### config.mk
export PLATFORM = sky130hd
export DESIGN_NAME = range_list_entry_decoder_top
export DESIGN_NICKNAME = d
export VERILOG_FILES = /design/src/rled_pkg.sv /design/src/rled_front.sv /design/src/rled_queue.sv /design/src/rled_back.sv /design/src/range_list_entry_decoder_top.sv
export SDC_FILE = /design/constraint.sdc
export NUM_CORES = 1
export LEC_CHECK = 0
export ABC_AREA = 0
export BUFFER_PORTS_ARGS = -buffer_cell sky130_fd_sc_hd__buf_2
export CAP_MARGIN = 20
export CORE_MARGIN = 1.5
export CORE_UTILIZATION = 60
export DETAILED_ROUTE_END_ITERATION = 12
export GPL_TIMING_DRIVEN = 0
export PLACE_DENSITY = 0.77
export SKIP_LAST_GASP = 1
export SLEW_MARGIN = 15
export SYNTH_ARGS = -nofsm -noshare
export SYNTH_HDL_FRONTEND = slang
export SYNTH_SLANG_ARGS = --single-unit
### constraint.sdc
create_clock -name clk -period 11.4 [get_ports clk]
set_clock_uncertainty 0.15 [all_clocks]
set_input_delay 2.85 -clock clk [delete_from_list [all_inputs] [get_ports clk]]
set_output_delay 2.85 -clock clk [all_outputs]
set_load 0.03 [all_outputs]
### src/rled_pkg.sv
// ----------------------------------------------------------------------------
// rled_pkg
// Shared types and codes for the range list entry decoder.
// ----------------------------------------------------------------------------
`default_nettype none

package rled_pkg;

  // width of a fixed-size address in the list, in bytes (4 to 8)
  localparam int ADDR_BYTES  = 8;
  localparam int QUEUE_DEPTH = 4;
  localparam int QPTR_W      = $clog2(QUEUE_DEPTH);
  localparam int QCNT_W      = $clog2(QUEUE_DEPTH + 1);

  // entry codes of the list
  localparam logic [7:0] CODE_END         = 8'h00;
  localparam logic [7:0] CODE_OFFSET_PAIR = 8'h04;
  localparam logic [7:0] CODE_BASE_ADDR   = 8'h05;
  localparam logic [7:0] CODE_START_LEN   = 8'h07;

  // result kinds
  localparam logic [1:0] KIND_RANGE  = 2'd0;
  localparam logic [1:0] KIND_END    = 2'd1;
  localparam logic [1:0] KIND_UNSUP  = 2'd2;
  localparam logic [1:0] KIND_NOBASE = 2'd3;

  // configuration register indexes
  localparam logic CFG_UNIT_BASE_ADDR    = 1'b0;
  localparam logic CFG_UNIT_BASE_PRESENT = 1'b1;

  typedef logic [3:0] op_code_t;

  // operations passed from the front to the back
  localparam op_code_t OP_CODE       = 4'd0;   // new entry: clear accumulator
  localparam op_code_t OP_ADDR       = 4'd1;   // address byte
  localparam op_code_t OP_ADDR_BASE  = 4'd2;   // last address byte, load list base
  localparam op_code_t OP_ADDR_START = 4'd3;   // last address byte, load start
  localparam op_code_t OP_LEB        = 4'd4;   // LEB128 continuation byte
  localparam op_code_t OP_OFS1_DONE  = 4'd5;   // last byte of first offset
  localparam op_code_t OP_OFS2_DONE  = 4'd6;   // last byte of second offset, emit
  localparam op_code_t OP_LEN_DONE   = 4'd7;   // last byte of length, emit
  localparam op_code_t OP_END        = 4'd8;
  localparam op_code_t OP_UNSUP      = 4'd9;
  localparam op_code_t OP_NOBASE     = 4'd10;

  typedef struct packed {
    op_code_t   op;
    logic [7:0] data;
    logic [3:0] idx;            // byte position within the field
    logic       use_list_base;  // offset pair adds the list base
  } op_t;

endpackage

`default_nettype wire

### src/rled_front.sv
// ----------------------------------------------------------------------------
// rled_front
// Parses entry structure byte by byte and issues one operation per accepted byte until the list halts.
// ----------------------------------------------------------------------------
`default_nettype none

module rled_front (
  input  wire                 clk,
  input  wire                 rst,
  input  wire                 in_valid,
  input  wire [7:0]           data_byte,
  input  wire                 first,
  input  wire                 q_full,
  input  wire                 unit_base_present,
  output logic                in_ready,
  output logic                push,
  output rled_pkg::op_t       push_op
);

  localparam logic [2:0] PH_CODE = 3'd0;
  localparam logic [2:0] PH_ADDR = 3'd1;
  localparam logic [2:0] PH_OFS1 = 3'd2;
  localparam logic [2:0] PH_OFS2 = 3'd3;
  localparam logic [2:0] PH_LEN  = 3'd4;

  logic [2:0] phase, phase_next;
  logic [3:0] byte_count, byte_count_next;
  logic       is_base, is_base_next;
  logic       halted, halted_next;
  logic       lb_valid, lb_valid_next;

  logic       accept;
  logic [2:0] ph;
  logic [3:0] cnt;
  logic [3:0] cnt_inc;
  logic [3:0] cnt_sat;
  logic       hlt;
  logic       lbv;
  logic       leb_done;

  assign in_ready = !q_full;
  assign accept   = in_valid && in_ready;

  always_comb begin
    // a byte flagged first restarts the list
    ph       = first ? PH_CODE : phase;
    cnt      = first ? 4'd0 : byte_count;
    hlt      = first ? 1'b0 : halted;
    lbv      = first ? 1'b0 : lb_valid;
    cnt_inc  = cnt + 4'd1;
    cnt_sat  = (cnt == 4'd15) ? cnt : cnt_inc;
    leb_done = !data_byte[7];

    phase_next      = ph;
    byte_count_next = cnt;
    is_base_next    = is_base;
    halted_next     = hlt;
    lb_valid_next   = lbv;

    push                  = 1'b0;
    push_op.op            = rled_pkg::OP_CODE;
    push_op.data          = data_byte;
    push_op.idx           = cnt;
    push_op.use_list_base = lbv;

    if (!hlt) begin
      push = 1'b1;
      unique case (ph)
        PH_CODE: begin
          byte_count_next = 4'd0;
          if (data_byte == rled_pkg::CODE_END) begin
            push_op.op  = rled_pkg::OP_END;
            halted_next = 1'b1;
          end else if (data_byte == rled_pkg::CODE_OFFSET_PAIR) begin
            if (!lbv && !unit_base_present) begin
              push_op.op  = rled_pkg::OP_NOBASE;
              halted_next = 1'b1;
            end else begin
              phase_next = PH_OFS1;
            end
          end else if (data_byte == rled_pkg::CODE_BASE_ADDR ||
                       data_byte == rled_pkg::CODE_START_LEN) begin
            phase_next   = PH_ADDR;
            is_base_next = (data_byte == rled_pkg::CODE_BASE_ADDR);
          end else begin
            push_op.op  = rled_pkg::OP_UNSUP;
            halted_next = 1'b1;
          end
        end
        PH_ADDR: begin
          if (cnt_inc >= 4'(rled_pkg::ADDR_BYTES)) begin
            byte_count_next = 4'd0;
            if (is_base) begin
              push_op.op    = rled_pkg::OP_ADDR_BASE;
              lb_valid_next = 1'b1;
              phase_next    = PH_CODE;
            end else begin
              push_op.op = rled_pkg::OP_ADDR_START;
              phase_next = PH_LEN;
            end
          end else begin
            push_op.op      = rled_pkg::OP_ADDR;
            byte_count_next = cnt_inc;
          end
        end
        PH_OFS1, PH_OFS2, PH_LEN: begin
          if (leb_done) begin
            byte_count_next = 4'd0;
            if (ph == PH_OFS1) begin
              push_op.op = rled_pkg::OP_OFS1_DONE;
              phase_next = PH_OFS2;
            end else if (ph == PH_OFS2) begin
              push_op.op = rled_pkg::OP_OFS2_DONE;
              phase_next = PH_CODE;
            end else begin
              push_op.op = rled_pkg::OP_LEN_DONE;
              phase_next = PH_CODE;
            end
          end else begin
            push_op.op      = rled_pkg::OP_LEB;
            byte_count_next = cnt_sat;
          end
        end
        default: begin
          push            = 1'b0;
          phase_next      = PH_CODE;
          byte_count_next = 4'd0;
        end
      endcase
    end
    push = push && accept;
  end

  always_ff @(posedge clk) begin
    if (rst) begin
      phase      <= PH_CODE;
      byte_count <= 4'd0;
      is_base    <= 1'b0;
      halted     <= 1'b0;
      lb_valid   <= 1'b0;
    end else if (accept) begin
      phase      <= phase_next;
      byte_count <= byte_count_next;
      is_base    <= is_base_next;
      halted     <= halted_next;
      lb_valid   <= lb_valid_next;
    end
  end

endmodule

`default_nettype wire

### src/rled_queue.sv
// ----------------------------------------------------------------------------
// rled_queue
// Small FIFO of decoded operations between the front and the back.
// ----------------------------------------------------------------------------
`default_nettype none

module rled_queue (
  input  wire                 clk,
  input  wire                 rst,
  input  wire                 push,
  input  rled_pkg::op_t       push_op,
  input  wire                 pop,
  output logic                full,
  output logic                head_valid,
  output rled_pkg::op_t       head_op
);

  rled_pkg::op_t                   mem [rled_pkg::QUEUE_DEPTH];
  logic [rled_pkg::QPTR_W-1:0]     wr_ptr;
  logic [rled_pkg::QPTR_W-1:0]     rd_ptr;
  logic [rled_pkg::QCNT_W-1:0]     count;
  logic                            do_pop;

  assign full       = (count == rled_pkg::QCNT_W'(rled_pkg::QUEUE_DEPTH));
  assign head_valid = (count != '0);
  assign head_op    = mem[rd_ptr];
  assign do_pop     = pop && head_valid;

  always_ff @(posedge clk) begin
    if (push) begin
      mem[wr_ptr] <= push_op;
    end
  end

  always_ff @(posedge clk) begin
    if (rst) begin
      wr_ptr <= '0;
      rd_ptr <= '0;
      count  <= '0;
    end else begin
      if (push) begin
        wr_ptr <= wr_ptr + rled_pkg::QPTR_W'(1);
      end
      if (do_pop) begin
        rd_ptr <= rd_ptr + rled_pkg::QPTR_W'(1);
      end
      if (push && !do_pop) begin
        count <= count + rled_pkg::QCNT_W'(1);
      end else if (!push && do_pop) begin
        count <= count - rled_pkg::QCNT_W'(1);
      end
    end
  end

endmodule

`default_nettype wire

### src/rled_back.sv
// ----------------------------------------------------------------------------
// rled_back
// Assembles address and LEB128 values, forms ranges and end/error reports, holds the output word.
// ----------------------------------------------------------------------------
`default_nettype none

module rled_back (
  input  wire                 clk,
  input  wire                 rst,
  input  wire                 head_valid,
  input  rled_pkg::op_t       head_op,
  input  wire [63:0]          unit_base_address,
  input  wire                 out_ready,
  output logic                pop,
  output logic                out_valid,
  output logic [1:0]          kind,
  output logic [63:0]         range_start,
  output logic [63:0]         range_end
);

  logic [63:0] accumulator, accumulator_next;
  logic [63:0] first_value, first_value_next;
  logic [63:0] list_base, list_base_next;

  logic        emits;
  logic        out_free;
  logic [6:0]  leb_amt;
  logic [63:0] addr_part;
  logic [63:0] leb_part;
  logic [63:0] acc_upd;
  logic [63:0] base;
  logic [1:0]  kind_next;
  logic [63:0] start_next;
  logic [63:0] end_next;

  assign out_free = !out_valid || out_ready;
  assign emits    = (head_op.op == rled_pkg::OP_OFS2_DONE) ||
                    (head_op.op == rled_pkg::OP_LEN_DONE)  ||
                    (head_op.op == rled_pkg::OP_END)       ||
                    (head_op.op == rled_pkg::OP_UNSUP)     ||
                    (head_op.op == rled_pkg::OP_NOBASE);
  assign pop      = head_valid && (!emits || out_free);

  always_comb begin
    // 7 * idx: bit offset of a LEB128 group
    leb_amt   = {head_op.idx, 3'b000} - {3'b000, head_op.idx};
    addr_part = {56'd0, head_op.data} << {head_op.idx[2:0], 3'b000};
    leb_part  = (head_op.idx < 4'd10) ?
                ({57'd0, head_op.data[6:0]} << leb_amt[5:0]) : 64'd0;
    base      = head_op.use_list_base ? list_base : unit_base_address;

    unique case (head_op.op)
      rled_pkg::OP_ADDR, rled_pkg::OP_ADDR_BASE, rled_pkg::OP_ADDR_START:
        acc_upd = accumulator | addr_part;
      default:
        acc_upd = accumulator | leb_part;
    endcase

    accumulator_next = 64'd0;
    first_value_next = first_value;
    list_base_next   = list_base;
    kind_next        = rled_pkg::KIND_RANGE;
    start_next       = 64'd0;
    end_next         = 64'd0;

    unique case (head_op.op)
      rled_pkg::OP_ADDR, rled_pkg::OP_LEB: begin
        accumulator_next = acc_upd;
      end
      rled_pkg::OP_ADDR_BASE: begin
        list_base_next = acc_upd;
      end
      rled_pkg::OP_ADDR_START, rled_pkg::OP_OFS1_DONE: begin
        first_value_next = acc_upd;
      end
      rled_pkg::OP_OFS2_DONE: begin
        start_next = first_value + base;
        end_next   = acc_upd + base;
      end
      rled_pkg::OP_LEN_DONE: begin
        start_next = first_value;
        end_next   = first_value + acc_upd;
      end
      rled_pkg::OP_END:    kind_next = rled_pkg::KIND_END;
      rled_pkg::OP_UNSUP:  kind_next = rled_pkg::KIND_UNSUP;
      rled_pkg::OP_NOBASE: kind_next = rled_pkg::KIND_NOBASE;
      default: begin
        // new entry code: accumulator starts from zero
      end
    endcase
  end

  always_ff @(posedge clk) begin
    if (pop) begin
      accumulator <= accumulator_next;
      first_value <= first_value_next;
      list_base   <= list_base_next;
    end
    if (pop && emits) begin
      kind        <= kind_next;
      range_start <= start_next;
      range_end   <= end_next;
    end
  end

  always_ff @(posedge clk) begin
    if (rst) begin
      out_valid <= 1'b0;
    end else if (pop && emits) begin
      out_valid <= 1'b1;
    end else if (out_ready) begin
      out_valid <= 1'b0;
    end
  end

endmodule

`default_nettype wire

### src/range_list_entry_decoder_top.sv
// ----------------------------------------------------------------------------
// range_list_entry_decoder_top
// DWARF 5 range list decoder, one list byte per word.
// ----------------------------------------------------------------------------
// Takes one list byte per clock when the operation queue has room and gives
// at most one result word per byte. The front parser keeps entry phase, byte
// position, halt and list-base-seen flags and turns each byte into an
// operation; a 4-deep queue carries operations to the back end, which
// assembles addresses and LEB128 values and does the 64-bit sums into an
// output register. Sustained rate is one byte per cycle while results are
// taken; through an empty queue the closing byte of an entry passes the queue
// and then the output register before its result word is presented. Bytes after an end, unsupported or
// missing-base report are swallowed until a byte with tuser (first) set.
// Configuration writes are taken at once (cfg_ready is always high) and
// must only be issued while the block is idle.
`default_nettype none

module range_list_entry_decoder_top (
  input  wire          clk,
  input  wire          rst,
  // configuration
  input  wire          cfg_valid,
  output logic         cfg_ready,
  input  wire          cfg_index,
  input  wire  [63:0]  cfg_data,
  // list bytes
  input  wire          s_tvalid,
  output logic         s_tready,
  input  wire  [7:0]   s_tdata,    // [7:0] data_byte
  input  wire          s_tuser,    // [0] first
  // results
  output logic         m_tvalid,
  input  wire          m_tready,
  output logic [127:0] m_tdata,    // [63:0] range_start, [127:64] range_end
  output logic [1:0]   m_tuser     // [1:0] kind
);

  logic [63:0]   unit_base_address;
  logic          unit_base_present;

  logic          q_full;
  logic          push;
  rled_pkg::op_t push_op;
  logic          head_valid;
  rled_pkg::op_t head_op;
  logic          pop;
  logic [63:0]   range_start;
  logic [63:0]   range_end;

  assign cfg_ready = 1'b1;

  always_ff @(posedge clk) begin
    if (rst) begin
      unit_base_address <= 64'd0;
      unit_base_present <= 1'b0;
    end else if (cfg_valid) begin
      unique case (cfg_index)
        rled_pkg::CFG_UNIT_BASE_ADDR:    unit_base_address <= cfg_data;
        rled_pkg::CFG_UNIT_BASE_PRESENT: unit_base_present <= cfg_data[0];
        default:                         unit_base_present <= unit_base_present;
      endcase
    end
  end

  rled_front u_front (
    .clk               (clk),
    .rst               (rst),
    .in_valid          (s_tvalid),
    .data_byte         (s_tdata),
    .first             (s_tuser),
    .q_full            (q_full),
    .unit_base_present (unit_base_present),
    .in_ready          (s_tready),
    .push              (push),
    .push_op           (push_op)
  );

  rled_queue u_queue (
    .clk        (clk),
    .rst        (rst),
    .push       (push),
    .push_op    (push_op),
    .pop        (pop),
    .full       (q_full),
    .head_valid (head_valid),
    .head_op    (head_op)
  );

  rled_back u_back (
    .clk               (clk),
    .rst               (rst),
    .head_valid        (head_valid),
    .head_op           (head_op),
    .unit_base_address (unit_base_address),
    .out_ready         (m_tready),
    .pop               (pop),
    .out_valid         (m_tvalid),
    .kind              (m_tuser),
    .range_start       (range_start),
    .range_end         (range_end)
  );

  assign m_tdata = {range_end, range_start};

endmodule

`default_nettype wire

* After elaboration in Yosys (flattened, before gate mapping)
Memories as Yosys holds them, arrays and structs flattened. A register that Yosys moved wholly into a read port is not among the register bits. Cells that the tools add are included.
Word-level totals: ROM bits 0, bits of input ports 79, bits in latches 0, output and inout bits 133, memories kept 1, register bits after elaboration 405, memory bits (writable) 68, logic and storage cells 149
Memory list:
- u_queue.mem | words 4, bits a word 17, rd ports 1, clocked after memory_dff 1, write ports 1, RTL line rled_queue.sv:18 | rled_pkg::op_t mem [rled_pkg::QUEUE_DEPTH];
Cells by class: eq/ne operators 19, bitwise operators 6, magnitude comparators 2, add/subtract/negate cells 9, reduce and logical (&&, ||, !) cells 37, shift operators 2, divide/modulo/power cells 0, multiply operators 0, mux-type cells 56
Operators with widths (count):
- 64-bit case mux with 2 select lines | 2
- 64-bit adder | 3
- 64-bit 2-to-1 mux | 3
- 64-bit OR | 2
- 7-bit by 6-bit left shift with 64-bit output | 1
- 8-bit by 6-bit left shift with 64-bit output | 1
- 4-bit 2-to-1 mux | 12
- 3-bit 2-to-1 mux | 11
- 8-bit by 3-bit equality test with 1-bit output, second input constant | 3
- 1-bit 2-to-1 mux | 20
- 4-bit by 3-bit equality test with 1-bit output, second input constant | 4
- 4-bit equality test, second input constant | 4
- 4-bit case mux with 3 select lines | 1
- 3-bit case mux with 3 select lines | 1
- 4-bit by 2-bit equality test with 1-bit output, second input constant | 2
- 1-bit logical AND | 8
- 8-bit logical NOT | 1
- 2-bit 2-to-1 mux | 4
- 4-bit case mux with 2 select lines | 1
- 2-bit AND reduction | 4
- 1-bit logical NOT | 7
- 1-bit logical OR | 7
- 3-bit by 2-bit equality test with 1-bit output, second input constant | 2
- 3-bit equality test, second input constant | 2
- 18 further kinds | 25

* Depth between registers and ports, before layout
word-level depth 12, depth in mapped cells 26, mapped depth without buffers 22

* Cells and area by module
Synthesis repeated with hierarchy kept, for this count alone.
Second synthesis, totals: cell total of the unflattened synthesis 2649, area total of the unflattened synthesis 28733.8 um^2
By module, submodules not included:
- rled_back | area an instance 21573.2 um^2, cells an instance 2092, seq. area each 9689.3 um^2, instances 1
- range_list_entry_decoder_top | area an instance 3278.1 um^2, cells an instance 298, seq. area each 1301.2 um^2, instances 1
- rled_queue | area an instance 2936.6 um^2, cells an instance 133, seq. area each 2222.1 um^2, instances 1
- rled_front | area an instance 945.9 um^2, cells an instance 126, seq. area each 200.2 um^2, instances 1

* Worst setup path after synthesis
No wires, ideal clock.
path kind input port to flip-flop, from input m_tready, to register u_back.first_value[0] (enable), library setup time 644 ps, required time 10606 ps, path buffers 0, data arrival time 9232 ps, setup slack 1374 ps, cell stages on the path 3, path through nand2b_1 -> o32ai_1 -> nor4_1
Between the ends: cells in the longest elaborated chain, start to end 4
Ends and longest elaborated chain:
- from (decl) | RTL line range_list_entry_decoder_top.sv:33 | input wire m_tready,
- 1-bit logical OR | RTL line rled_back.sv:36 | assign out_free = !out_valid || out_ready;
- 1-bit logical OR | RTL line rled_back.sv:42 | assign pop = head_valid && (!emits || out_free);
- 1-bit logical AND | RTL line rled_back.sv:42
- 2-bit AND reduction (no line)
- to (signal assigned) | RTL line rled_back.sv:96 | first_value <= first_value_next;
- to (decl) | RTL line rled_back.sv:22 | logic [63:0] first_value, first_value_next;
Every way passes these cells. A chain may end at the register's enable or synchronous reset.

==> summary.txt <==
Critical path
  • Critical path's largest stage delay: between 0.8 and 0.9 ns
  • Critical path endpoint category: flop
  • R2r endpoint: u_back.range_end[59]
  • R2R setup slack: approximately 2.8 ns
  • Worst EP required: approximately 12 ns
  • Critical path type: reg -> reg
  • CP Cell Sequence: buf_6 > mux4_2 > buf_2 > ha_1 > xor2_1 > buf_2 > nor4_1 > a22oi_1 > o21ai_0 > ha_1 > clkbuf_1 > a211o_1 > a21oi_1 > a21oi_1 > o21ba_2 > a2bb2oi_1 > a41oi_1 > o21ai_2 > a221oi_2 > o21bai_1 > a31oi_1 > mux2i_1
  • Worst-path fanout max: 10
  • Reg2Reg Depth: 22
  • Slowest stage cell on the critical path: o21ai_0
  • Crit path arrival time: between 8 and 9 ns
  • Nature of the critical path startpoint: flop

Power and ir drop
  • Lkg Pwr: approximately 0.012 uW
  • Max VDD drop: 0.377 mV
  • Pwr Density: between 300 and 400 nW/um^2

Routing
  • Antenna violation net count after detailed routing: 0
  • Via count: between 20000 and 25000
  • 1st-iter DRT viols: between 2000 and 3000
  • Via density: 6.38
  • Drt pass-1 iters: 6
  • Post-detailed-routing wire length: 87400 um
  • Detailed-route DRC error count: 0
  • Drt wl/cell: between 20 and 25 um

GRT
  • Vias in the first global route: around 22000
  • Global-route wire length before repair: 130000 um
  • GRT Util Overall: 0.365
  • Pin count of the biggest net entering global routing: 80
  • Grt ovf: 0
  • Initial antenna violation count: 1

Floorplanning
  • Die Span X: ~220 um
  • Row Count: between 70 and 80
  • Initial Util: 0.608
  • Die height: about 220 um
  • I/O pin cnt: 212
  • Core box area: 45400 sq um
  • DIE AREA: around 47000 sq um

STA
  • Max Freq: 116 MHz
  • Slew @ Worst Pin: 1.20 ns
  • Final Hold Fails: 0
  • Fin worst setup slack: around 2.8 ns
  • RSZ-0062 raised after global routing: no
  • Final Cycle Share: 0.756
  • Setup TNS: 0 ns
  • Crit path time final: between 8 and 9 ns
  • Max-slew violations: 0
  • Worst Hold Margin: between 0.3 and 0.4 ns
  • Endpoints failing setup: 0
  • Slew headroom: 0.198

Synthesis
  • Post-synth top area cell: edfxtp_1
  • Ys flop type: edfxtp_1
  • Post-Syn Instances: roughly 2700
  • Post-synth net total: about 2900
  • Avg Cell Area, Syn: ~10 sq um
  • #FFs+latches synth: between 400 and 500
  • Post-synth EDFFs: between 300 and 400
  • Mapped Area: between 20000 and 30000 sq um
  • Yosys cell types: 93
  • Synth area leaders: edfxtp_1 (42%), dfxtp_1 (6.2%), ha_1 (6.1%), mux2_2 (5.1%), a21oi_1 (5.0%)
  • Syn. warnings: 0
  • Asr flop ratio synth: 0
  • Sequential area share after synthesis: 0.486
  • Top-area cell type share of the netlist area: 0.425

Worst hold path
  • WHS Endpoint: unit_base_address[19]
  • HP Start: unit_base_address[19]
  • Worst Hold Class: reg -> reg
  • WHS Path Cells: 2

Place
  • Placement Setup Slack: 3.04 ns
  • Gp weighted congestion: 0.988
  • Placed insts: about 3500
  • Dpl hpwl: between 60000 and 70000 um
  • Port Buffers: around 210

CTS
  • Worst skew pair latency: between 0.6 and 0.7 ns
  • CTS Sinks: 475
  • CTS Buf Count: 50
  • Clock Tree Root: clkbuf_16
  • CTS H-tree depth: 2
  • # hold bufs at CTS: 0
  • # resized after CTS: 0
  • Postcts setup bufs: 0
  • Maximum root-to-sink buffer count: 3
  • CTS tree: done
  • Worst-path clk slew: 0.07 ns

Run
  • MaxCap Viol Count: 0

Layout
  • Nets: around 3200
  • ANT cells: 0
  • Share of cells above drive strength 1: 0.177
  • FILL cells: about 3500
  • Synth-to-layout area growth: 13.7%
  • Finished Layout Cells: ~3600

Outcome
  • Status: complete, no violations
==> per-layer routing <==
layer | wire length [um] | vias to the layer above | global-route usage
met5 | 0 | - | 0
met3 | 7390 | 205 | 0.0611
met4 | 3610 | 0 | 0.145
met2 | 40800 | 1162 | 0.590
li1 | - | 10500 | -
met1 | 35600 | 11200 | 0.491
==> power breakdown <==
group          switching [uW]  internal (uW)  total, uW
Clock                     718            970       1690
Combinational            4210           2030       6240
Sequential                141           2530       2670
==> synthesized netlist by cell type (7+ instances only) <==
library cell	count
nor4_1	12
buf_1	11
o31ai_1	7
a21oi_1	278
o21ai_0	133
nand3_1	38
a31oi_1	23
a211oi_1	20
clkbuf_1	118
nor3_1	32
a221o_1	51
and2_1	14
nor2b_1	94
mux4_2	16
xor2_1	52
inv_1	51
buf_2	18
xnor2_1	75
o21a_1	14
nand2b_1	20
edfxtp_1	390
o21bai_1	24
nor2_1	189
a21o_1	66
nand2_1	352
o21ai_1	9
mux2_2	125
or3_1	15
dfxtp_1	85
a221oi_1	12
nand4_1	43
ha_1	134
and3_1	9
a21boi_0	7
o211ai_1	9
mux2i_1	13
==> stage by stage <==
step	area, sq um	utilization	total power, uW
3_5_place_dp	29600	0.653	8710
4_1_cts	31300	0.691	10400
3_3_place_gp	29400	0.647	8630
5_1_grt	31400	0.691	11100
6_report	31400	0.691	10600
2_1_floorplan	27600	-	6950
==> state kept, by name (all words and copies together) (netlist names), 2 cells and up, named ones only <==
signal	flops
u_back.list_base	64
u_queue.rd_ptr	2
u_back.range_end	64
u_back.kind	2
u_front.phase	3
u_back.accumulator	64
u_front.byte_count	4
u_queue.count	3
u_queue.wr_ptr	2
unit_base_address	64
u_queue.mem	68
u_back.range_start	64
u_back.first_value	64
==> worst max-delay path by stage <==
stage	start	end	slack (ns)	cells after the start
2_1_floorplan	m_tready	u_back.first_value[0]	1.37	3
3_3_place_gp	m_tready	u_back.list_base[17]	-3.45	4
3_5_place_dp	flop	u_back.range_end[59]	3.04	22
4_1_cts	flop	u_back.range_end[59]	2.96	22
5_1_grt	flop	u_back.range_end[60]	2.71	20
6_report	flop	u_back.range_end[59]	2.79	22
==> placed cells by master, fill, tap and decap left out, types with 38 or more instances in the layout <==
master and n:
edfxtp_1 390, nand2_1 352, a21oi_1 278, buf_2 246, nor2_1 188, ha_1 134
o21ai_0 133, clkbuf_1 125, mux2_2 125, nor2b_1 94, dfxtp_1 85, xnor2_1 75
a21o_1 66, clkbuf_16 53, xor2_1 52, a221o_1 51, inv_1 49, nand4_1 43
nand3_1 38
==> logic make-up (layout without fill, tap and decap cells) <==
logic type                 count (synthesis)  in the layout  synth area share
and+or+nand+nor                          856            856             0.144
AOI/OAI and AO/OA                        716            716             0.166
other                                      1              1          0.000136
adders and majority gates                137            137            0.0630
xor gates and xnor gates                 128            128            0.0409
buffers and inverters                    207            540            0.0304
DFF                                      475            475             0.486
muxes                                    155            155            0.0693
==> worst max-delay path: cells and delay by family (launching register included) <==
family	cells	cell delay [ns]
buf+inv	4	0.86
xor+xnor	1	0.26
compound gates	12	4.36
fa+ha+maj	2	0.74
mux	2	0.90
flops	1	0.34
simple gates	1	0.81
==> area by class of cell <==
| class | count | area, sq um | area share |
|---|---|---|---|
| Clock buffer | 72 | 1510 | 0.0481 |
| Sequential cell | 475 | 13400 | 0.428 |
| Buffer | 154 | 642 | 0.0205 |
| Inverter | 53 | 206 | 0.00658 |
| Multi-Input combinational cell | 1993 | 13400 | 0.426 |
| Tap cell | 600 | 751 | 0.0239 |
| Clock inverter | 22 | 193 | 0.00615 |
| Timing Repair Buffer | 239 | 1280 | 0.0407 |
No activity file was read; power rests on OpenSTA's default activity.
